--- config.mk ---
export PLATFORM = sky130hd
export DESIGN_NAME = selective_repeat_receive_window_unit
export DESIGN_NICKNAME = d
export VERILOG_FILES = /design/src/hdl/srrw_pkg.sv /design/src/hdl/srrw_front.sv /design/src/hdl/srrw_queue.sv /design/src/hdl/srrw_back.sv /design/src/hdl/selective_repeat_receive_window_unit.sv
export SDC_FILE = /design/constraint.sdc
export NUM_CORES = 1
export LEC_CHECK = 0
export BUFFER_PORTS_ARGS = -buffer_cell sky130_fd_sc_hd__buf_2
export CORE_AREA = 2 2 228 230
export DETAILED_ROUTE_END_ITERATION = 10
export DIE_AREA = 0 0 230 232
export PLACE_DENSITY = 0.77
export SYNTH_ARGS = -nofsm -noshare
export SYNTH_HDL_FRONTEND = slang
export SYNTH_SLANG_ARGS = --single-unit
--- constraint.sdc ---
create_clock -name clk -period 8.1 [get_ports clk]
set_input_delay 0.81 -clock clk [delete_from_list [all_inputs] [get_ports clk]]
set_output_delay 0.81 -clock clk [all_outputs]
set_load 0.05 [all_outputs]
--- src/hdl/srrw_pkg.sv ---
// Package for the selective-repeat receive window unit.
// Holds the sizing constants, result codes and the queued command type.
// No dependencies.
package srrw_pkg;

  // Sequence space, receive window and payload sizing
  localparam int SEQ_SPACE    = 8;
  localparam int WINDOW_DEPTH = 4;
  localparam int PAYLOAD_BITS = 64;

  // Fixed port field widths
  localparam int SEQ_FIELD_W     = 3;
  localparam int PAYLOAD_FIELD_W = 64;

  // Derived widths
  localparam int SEQ_IDX_W  = (SEQ_SPACE > 1) ? $clog2(SEQ_SPACE) : 1;
  localparam int RUN_LIMIT  = (WINDOW_DEPTH < SEQ_SPACE) ? WINDOW_DEPTH : SEQ_SPACE;
  localparam int RUN_CNT_W  = $clog2(RUN_LIMIT + 1);

  // Command queue between front and back
  localparam int QUEUE_DEPTH = 2;
  localparam int QPTR_W      = $clog2(QUEUE_DEPTH);
  localparam int QCNT_W      = $clog2(QUEUE_DEPTH + 1);

  // Result kinds
  localparam logic KIND_DELIVER = 1'b0;
  localparam logic KIND_ACK     = 1'b1;

  // Classified packet, handed from front to back
  typedef struct packed {
    logic                    in_range;
    logic [SEQ_IDX_W-1:0]    seq;
    logic [PAYLOAD_BITS-1:0] payload;
  } srrw_cmd_t;

endpackage

--- src/hdl/srrw_front.sv ---
// Front end of the receive window unit: accepts packets, drops bad ones.
// Good packets are classified by sequence range and pushed to the queue.
// Depends on srrw_pkg.
module srrw_front import srrw_pkg::*; (
  input  logic                       pkt_valid,
  output logic                       pkt_ready,
  input  logic [SEQ_FIELD_W-1:0]     seq_num,
  input  logic [PAYLOAD_FIELD_W-1:0] payload_word,
  input  logic                       checksum_ok,
  output logic                       push_valid,
  input  logic                       push_ready,
  output srrw_cmd_t                  push_cmd
);

  // Take a packet whenever the queue has room
  assign pkt_ready = push_ready;

  // Drop packets with a bad checksum; they leave no trace
  assign push_valid = pkt_valid && checksum_ok;

  // Classify: sequence numbers past the sequence space never match the window
  always_comb begin
    push_cmd.in_range = (int'(seq_num) < SEQ_SPACE);
    push_cmd.seq      = SEQ_IDX_W'(seq_num);
    push_cmd.payload  = payload_word[PAYLOAD_BITS-1:0];
  end

endmodule

--- src/hdl/srrw_queue.sv ---
// Short command queue between the front and back of the window unit.
// Lets packet intake and result delivery stall independently.
// Depends on srrw_pkg.
module srrw_queue import srrw_pkg::*; (
  input  logic      clk,
  input  logic      rst,
  input  logic      push_valid,
  output logic      push_ready,
  input  srrw_cmd_t push_cmd,
  output logic      pop_valid,
  input  logic      pop_ready,
  output srrw_cmd_t pop_cmd
);

  srrw_cmd_t             entries [QUEUE_DEPTH];
  logic [QPTR_W-1:0]     wr_ptr;
  logic [QPTR_W-1:0]     rd_ptr;
  logic [QCNT_W-1:0]     count;
  logic                  do_push;
  logic                  do_pop;

  assign push_ready = (count != QCNT_W'(QUEUE_DEPTH));
  assign pop_valid  = (count != '0);
  assign pop_cmd    = entries[rd_ptr];
  assign do_push    = push_valid && push_ready;
  assign do_pop     = pop_valid && pop_ready;

  // Advance pointers and occupancy
  always_ff @(posedge clk) begin
    if (rst) begin
      wr_ptr <= '0;
      rd_ptr <= '0;
      count  <= '0;
    end else begin
      if (do_push) begin
        wr_ptr <= (wr_ptr == QPTR_W'(QUEUE_DEPTH - 1)) ? '0 : wr_ptr + 1'b1;
      end
      if (do_pop) begin
        rd_ptr <= (rd_ptr == QPTR_W'(QUEUE_DEPTH - 1)) ? '0 : rd_ptr + 1'b1;
      end
      if (do_push && !do_pop) begin
        count <= count + 1'b1;
      end else if (do_pop && !do_push) begin
        count <= count - 1'b1;
      end
    end
  end

  // Store entries
  always_ff @(posedge clk) begin
    if (do_push) begin
      entries[wr_ptr] <= push_cmd;
    end
  end

endmodule

--- src/hdl/srrw_back.sv ---
// Back end of the window unit: window check, payload store, in-order delivery.
// Owns the window base, held flags, payload store and the output register.
// Depends on srrw_pkg.
module srrw_back import srrw_pkg::*; (
  input  logic                       clk,
  input  logic                       rst,
  input  logic                       pop_valid,
  output logic                       pop_ready,
  input  srrw_cmd_t                  pop_cmd,
  output logic                       res_valid,
  input  logic                       res_ready,
  output logic                       kind,
  output logic [PAYLOAD_FIELD_W-1:0] delivered_payload,
  output logic [SEQ_FIELD_W-1:0]     ack_number,
  output logic                       last
);

  typedef enum logic [2:0] {
    S_IDLE = 3'b001,
    S_RUN  = 3'b010,
    S_ACK  = 3'b100
  } state_t;

  state_t                  state;
  logic [SEQ_IDX_W-1:0]    base;
  logic [SEQ_IDX_W-1:0]    base_inc;
  logic [SEQ_SPACE-1:0]    held;
  logic [PAYLOAD_BITS-1:0] store [SEQ_SPACE];
  logic [RUN_CNT_W-1:0]    run_cnt;
  logic [SEQ_IDX_W:0]      seq_gap;
  logic                    in_win;
  logic                    take;
  logic                    keep;
  logic                    slot_free;
  logic                    run_go;
  logic                    emit_deliver;
  logic                    emit_ack;

  // Window distance of the queued sequence number from the base
  always_comb begin
    if (pop_cmd.seq >= base) begin
      seq_gap = {1'b0, pop_cmd.seq} - {1'b0, base};
    end else begin
      seq_gap = {1'b0, pop_cmd.seq} + (SEQ_IDX_W + 1)'(SEQ_SPACE) - {1'b0, base};
    end
    in_win = (int'(seq_gap) < WINDOW_DEPTH);
  end

  // Take a command only when idle; keep it if new and inside the window
  assign pop_ready = (state == S_IDLE);
  assign take      = pop_valid && pop_ready;
  assign keep      = take && pop_cmd.in_range && in_win && !held[pop_cmd.seq];

  // Delivery run control
  assign base_inc     = (base == SEQ_IDX_W'(SEQ_SPACE - 1)) ? '0 : base + 1'b1;
  assign slot_free    = !res_valid || res_ready;
  assign run_go       = held[base] && (run_cnt < RUN_CNT_W'(RUN_LIMIT));
  assign emit_deliver = (state == S_RUN) && slot_free && run_go;
  assign emit_ack     = slot_free && (((state == S_RUN) && !run_go) || (state == S_ACK));

  // Sequencer, window base and held flags
  always_ff @(posedge clk) begin
    if (rst) begin
      state     <= S_IDLE;
      base      <= '0;
      held      <= '0;
      run_cnt   <= '0;
      res_valid <= 1'b0;
    end else begin
      if (res_valid && res_ready) begin
        res_valid <= 1'b0;
      end
      if (emit_deliver || emit_ack) begin
        res_valid <= 1'b1;
      end
      case (state)
        S_IDLE: begin
          if (take) begin
            run_cnt <= '0;
            if (keep) begin
              held[pop_cmd.seq] <= 1'b1;
            end
            state <= (keep && (pop_cmd.seq == base)) ? S_RUN : S_ACK;
          end
        end
        S_RUN: begin
          if (emit_deliver) begin
            held[base] <= 1'b0;
            base       <= base_inc;
            run_cnt    <= run_cnt + 1'b1;
          end else if (emit_ack) begin
            state <= S_IDLE;
          end
        end
        S_ACK: begin
          if (emit_ack) begin
            state <= S_IDLE;
          end
        end
        default: begin
          state <= S_IDLE;
        end
      endcase
    end
  end

  // Write kept payloads
  always_ff @(posedge clk) begin
    if (keep) begin
      store[pop_cmd.seq] <= pop_cmd.payload;
    end
  end

  // Load the output register; deliveries carry the advanced base
  always_ff @(posedge clk) begin
    if (emit_deliver) begin
      kind              <= KIND_DELIVER;
      delivered_payload <= PAYLOAD_FIELD_W'(store[base]);
      ack_number        <= SEQ_FIELD_W'(base_inc);
      last              <= 1'b0;
    end else if (emit_ack) begin
      kind              <= KIND_ACK;
      delivered_payload <= '0;
      ack_number        <= SEQ_FIELD_W'(base);
      last              <= 1'b1;
    end
  end

endmodule

--- src/hdl/selective_repeat_receive_window_unit.sv ---
// Selective-repeat ARQ receiver window, top level.
// Instantiates srrw_front, srrw_queue and srrw_back; depends on srrw_pkg.
//
// Usage:
//   Packet channel (pkt_valid/pkt_ready) carries seq_num, payload_word and
//   checksum_ok. Result channel (res_valid/res_ready) carries kind,
//   delivered_payload, ack_number and last.
//   A packet with a bad checksum is dropped with no result. Every good packet
//   gives zero or more in-order deliveries (kind 0) followed by one
//   acknowledgement (kind 1, last 1) holding the next expected number.
//   Flow: a good packet is written into the two-entry command queue; the back
//   end pops it and checks the window when idle, then loads one result per
//   cycle while the output register is free: n words (n at most 4), then the
//   acknowledgement. The back end takes one packet at a time and takes no
//   new one from the queue until its acknowledgement is loaded.
//   Packets keep being accepted while the queue has room, including while a
//   result waits in the output register.
//   When res_ready is low, the output register holds its transfer, the back
//   end stalls, and the queue fills and then drops pkt_ready.
//   Reset (rst, synchronous) clears the window base to zero, clears all held
//   flags and empties the queue; no clearing pass is needed.
module selective_repeat_receive_window_unit import srrw_pkg::*; (
  input  logic                       clk,
  input  logic                       rst,
  input  logic                       pkt_valid,
  output logic                       pkt_ready,
  input  logic [SEQ_FIELD_W-1:0]     seq_num,
  input  logic [PAYLOAD_FIELD_W-1:0] payload_word,
  input  logic                       checksum_ok,
  output logic                       res_valid,
  input  logic                       res_ready,
  output logic                       kind,
  output logic [PAYLOAD_FIELD_W-1:0] delivered_payload,
  output logic [SEQ_FIELD_W-1:0]     ack_number,
  output logic                       last
);

  logic      push_valid;
  logic      push_ready;
  srrw_cmd_t push_cmd;
  logic      pop_valid;
  logic      pop_ready;
  srrw_cmd_t pop_cmd;

  // Accept and classify packets
  srrw_front u_front (
    .pkt_valid    (pkt_valid),
    .pkt_ready    (pkt_ready),
    .seq_num      (seq_num),
    .payload_word (payload_word),
    .checksum_ok  (checksum_ok),
    .push_valid   (push_valid),
    .push_ready   (push_ready),
    .push_cmd     (push_cmd)
  );

  // Decouple intake from delivery
  srrw_queue u_queue (
    .clk        (clk),
    .rst        (rst),
    .push_valid (push_valid),
    .push_ready (push_ready),
    .push_cmd   (push_cmd),
    .pop_valid  (pop_valid),
    .pop_ready  (pop_ready),
    .pop_cmd    (pop_cmd)
  );

  // Window update and in-order delivery
  srrw_back u_back (
    .clk               (clk),
    .rst               (rst),
    .pop_valid         (pop_valid),
    .pop_ready         (pop_ready),
    .pop_cmd           (pop_cmd),
    .res_valid         (res_valid),
    .res_ready         (res_ready),
    .kind              (kind),
    .delivered_payload (delivered_payload),
    .ack_number        (ack_number),
    .last              (last)
  );

endmodule
## After elaboration in Yosys (flattened, before gate mapping)

Memories as Yosys holds them, arrays and structs flattened. A register that Yosys moved wholly into a read port is not among the register bits.
Cells that the tools add are included.

| storage, ports and cells | value |
|---|---|
| logic and storage cells | 116 |
| RAM bits | 646 |
| register bits | 90 |
| memories | 2 |
| output and inout port bits | 71 |
| input bits | 72 |

| operators by class | value |
|---|---|
| equality and inequality tests | 10 |
| reductions and logical operators | 34 |
| muxes and demuxes | 40 |
| magnitude comparators | 7 |
| $add $sub $neg | 9 |
| bitwise logic cells | 3 |

Memory list:

| name | depth | bits a word | read ports | clocked after memory_dff | wr ports | line | text |
|---|---|---|---|---|---|---|---|
| u_back.store | 8 | 64 | 1 | 1 | 1 | srrw_back.sv:28 | `logic [PAYLOAD_BITS-1:0] store [SEQ_SPACE];` |
| u_queue.entries | 2 | 67 | 1 | 1 | 1 | srrw_queue.sv:15 | `srrw_cmd_t entries [QUEUE_DEPTH];` |

Operators by type and width:

| cell | number |
|---|---|
| 2-to-1 mux 64 bit | 2 |
| 2-to-1 mux 3 bit | 11 |
| 2-to-1 mux 8 bit | 3 |
| logical AND 1 bit | 16 |
| case mux 8 bit (2 select lines) | 1 |
| 2-to-1 mux 1 bit | 14 |
| nonzero test 2 bit | 5 |
| case mux 3 bit (3 select lines) | 1 |
| bitwise AND 8 bit | 1 |
| less-than comparator 3 x 4 -> 1 bit, second input constant | 2 |
| != test 2 bit, second input constant | 4 |
| NOT 8 bit | 1 |
| OR 8 bit | 1 |
| adder 3 x 1 -> 3 bit, second input constant | 2 |
| binary-select mux 1 bit (select 3 bit) | 2 |
| demux 1 bit (select 3 bit) | 2 |
| == test 3 bit, second input constant | 2 |
| >= comparator 3 x 1 -> 1 bit, second input constant | 2 |
| case mux 3 bit (2 select lines) | 1 |
| logical NOT 1 bit | 5 |
| adder 3 x 4 -> 4 bit, second input constant | 1 |
| less-than comparator 4 x 3 -> 1 bit, second input constant | 1 |
| 2-to-1 mux 2 bit | 2 |
| 2-to-1 mux 4 bit | 1 |
| other kinds (16) | 20 |

## Longest topological paths before layout

| depth | value |
|---|---|
| depth after elaboration | 10 |
| depth in mapped cells | 11 |
| mapped depth without buffers | 10 |

## By module

A second synthesis with hierarchy kept.

| second synthesis, totals | value |
|---|---|
| cell total of the unflattened synthesis | 1,339 |
| area, all modules | 28,419.8 um^2 |

By module, submodules not included:

| module | area each (um^2) | sequential area each (um^2) | instances | cells an instance |
|---|---|---|---|---|
| srrw_back | 22,679.3 | 17,827.1 | 1 | 1,032 |
| srrw_queue | 5,212.5 | 4,184.0 | 1 | 236 |
| srrw_front | 528.0 | 0.0 | 1 | 71 |

## Least setup slack after synthesis

OpenSTA, ideal clock, no wires.

| timing path | value |
|---|---|
| kind | register to register |
| from | reg (tool-made name) |
| to | mem u_back.store[5][0], enable pin |
| library setup time | 0.565 ns |
| setup slack | 0.321 ns |
| period minus slack after synthesis | 7.779 ns |
| path buffers | 3 |
| cell stages (with the launch flop) | 12 |
| arrival time | 7.214 ns |
| required time | 7.535 ns |
| cells stage by stage | dfxtp_1 buf_2 buf_1 mux2_2 ha_1 a21o_1 fa_1 nor3_1 o2111a_1 o21ai_2 buf_2 nor3_1 |

RTL lines:

| element | line |
|---|---|
| to (decl) | srrw_back.sv:28 |

==> results.cfg <==
[route]
ant_nets = 0
num_vias = 12987
first_pass_iters = 5
avgViaCountPerCell = 5.91
wl_per_cell_um = 24.6
drt-total-wl_um = 54000
post-route-drc-count = 0
drtIter0Drc = 1157

[place]
hpwl_um = 28500
io_buffer_count = 142
post_dp_cell_area_um2 = 29300
dp.cells = 2061
gp_congestion = 0.866

[layout]
finalNonFillerCells = 2196
layout_common_cells = edfxtp_1 (713), buf_2 (142), mux4_2 (129), nor2_1 (79), clkbuf_16 (76)
final_common_cell = edfxtp_1
nets = 1537
nFillCells = 3436
area_growth_syn_to_layout_pct = 14.0
drive_gt1_frac = 0.317
antenna_cells = 0
final_util = 0.623
final_area_um2 = 31700

[critical_path]
critPathRequiredTime_ns = 8.30
endpoint_kind = register
path_class = reg -> reg
crit_fanout = 64
crit_arrival_ns = 4.63
cp-start-kind = register

[floorplanning]
die_area_um2 = 53400
core-area_um2 = 50900
start_util = 0.547
ios = 143
num_rows = 83
fp.dieW_um = 230
die_height_um = 232

[global_routing]
grt_util_all_layers = 0.205
use_met3 = 0.0372
grt_pass1_vias = 13663
grt_overflow = 0
use_met2 = 0.342
grtUsageMet1 = 0.278
antenna_found_initial = 0
grt_max_degree = 68
grt_pass1_wl_um = 81500
gr-max-usage-layer = met2

[timing]
worstMarginPinSlew_ns = 1.15
drv_slew = 0
relSlewSlack = 0.230
period_minus_slack_ns = 4.43
tns_ns = 0
rsz0062_at_grt = no
hold_viol = 0
finalClockSkew_ns = 0.0265
hold_ws_ns = 0.392
fin_crit_sh = 0.547
setup_viol = 0
max_freq_mhz = 226

[run]
maxCapViolCount = 0

[synthesis]
syn-num-nets = 1363
syn-cell-area_um2 = 27800
seq_area_frac_synth = 0.789
yosys_warnings = 0
synth_edf_count = 713
synth-main-ff-cell = edfxtp_1
synth-async-reset-ratio = 0
avgSynthCellArea_um2 = 21.7
synthCells = 1283
ys_ff_latch = 740
ys_types = 60

[clock_network]
htree_levels = 3
path_clk_slew_ns = 0.06
cts_buffers = 74
clockRootBuffer = clkbuf_16
cts-resized-gates = 0
tritoncts = yes
holdBufCountCts = 0
clk_latency_ns = 0.60
cts.sinks = 740
clk_path_buf_depth = 3
postCtsSetupBuffers = 0

[power_and_ir_drop]
peakVddDrop_v = 0.000195
p_sw_frac = 0.237
power_frac_seq = 0.520
power_density_nw_per_um2 = 288
internal_power_mw = 6.96
power.share.clock = 0.373
switching_power_mw = 2.16
p_leak_nw = 9.95
pwr-share-comb = 0.107

[min_path]
hold_path_class = in -> reg

[run_status]
status = completed
==> sequential cells by signal, indices dropped and copies added, names as in the netlist, 2 cells and up, named ones only <==
signal	cells
u_back.state	3
u_queue.count	2
u_back.base	3
u_back.run_cnt	3
u_back.ack_number	3
u_queue.entries	134
u_back.store	512
u_back.delivered_payload	64
u_back.held	8
==> final timing paths <==
kind	from	endpoint	slack (ns)	depth (start not counted)
worst max-delay path	register	u_back.store[4][29]$_DFFE_PP_	3.67	11
worst min-delay path	payload_word[1]	u_queue.entries[0][1]$_DFFE_PP_	0.39	1
worst max register to register	register	u_back.store[4][29]$_DFFE_PP_	3.67	11
worst min register to register	u_back.run_cnt[2]$_SDFFE_PP0P_	u_back.run_cnt[2]$_SDFFE_PP0P_	0.47	2
==> synth_stat cells (4+ instances only) <==
library cell	count	share of area
edfxtp_1	713	0.77
mux4_2	129	0.10
nor2_1	81	0.011
mux2i_1	67	0.024
mux2_2	65	0.026
buf_2	27	0.0049
dfxtp_1	27	0.019
clkbuf_1	26	0.0035
inv_1	14	0.0019
nand2_1	12	0.0016
a21oi_1	11	0.0020
nor3_1	8	0.0014
ha_1	7	0.0031
a31oi_1	6	0.0013
and3_1	4	0.00090
and3b_1	4	0.0013
nand2b_1	4	0.00090
nand3_1	4	0.00072
o211ai_1	4	0.0011
o41ai_1	4	0.0013
==> area by class of cell <==
type                            count  area, um2  share of cell area
Sequential cell                   740      22000               0.692
Tap cell                          680        851              0.0268
Multi-Input combinational cell    468       5600               0.176
Clock inverter                     47        479              0.0151
Clock buffer                       88       1950              0.0614
Inverter                           16       63.8             0.00201
Timing Repair Buffer              157        823              0.0260
==> logic make-up after synthesis <==
kind of cell	Yosys count	share of synthesized area
DFF	740	0.789
AOI/OAI and AO/OA	52	0.0136
and+or+nand+nor	138	0.0236
muxes	265	0.157
adders and majority gates	8	0.00387
xor gates and xnor gates	5	0.00157
buffers and inverters	75	0.0121
==> critical path, stage by stage (launching register included) <==
cell and delay [ns]:
dfxtp_4 0.68, mux2_4 0.41, inv_2 0.15, ha_1 0.18
inv_1 0.04, a21o_1 0.19, fa_1 0.46, nor3_1 0.22
o2111a_1 0.29, o21ai_2 0.25, nor3_2 0.22, buf_4 0.84
==> stage by stage <==
step	total power [mW]	worst slack, ns
after global routing	9.41	3.45
final	9.12	3.67
after detailed placement	5.80	3.70
after global placement	5.75	3.85
after CTS	9.19	3.68
after floorplan	5.48	0.321
==> power by group through the flow <==
stage | clock [mW] | sequential (mW) | combinational [mW]
2_1_floorplan | 0 | 4.92 | 0.559
3_3_place_gp | 0 | 4.81 | 0.932
3_5_place_dp | 0 | 4.83 | 0.972
4_1_cts | 3.46 | 4.75 | 0.976
5_1_grt | 3.60 | 4.77 | 1.05
6_report | 3.40 | 4.75 | 0.974
==> metal layers <==
layer  vias to the layer above  share of wire
li1                       5602              -
met1                      6799           0.42
met2                       508           0.50
met3                        78          0.064
met4                         0          0.023
met5                         -              0
No activity file was read; power rests on OpenSTA's default activity.
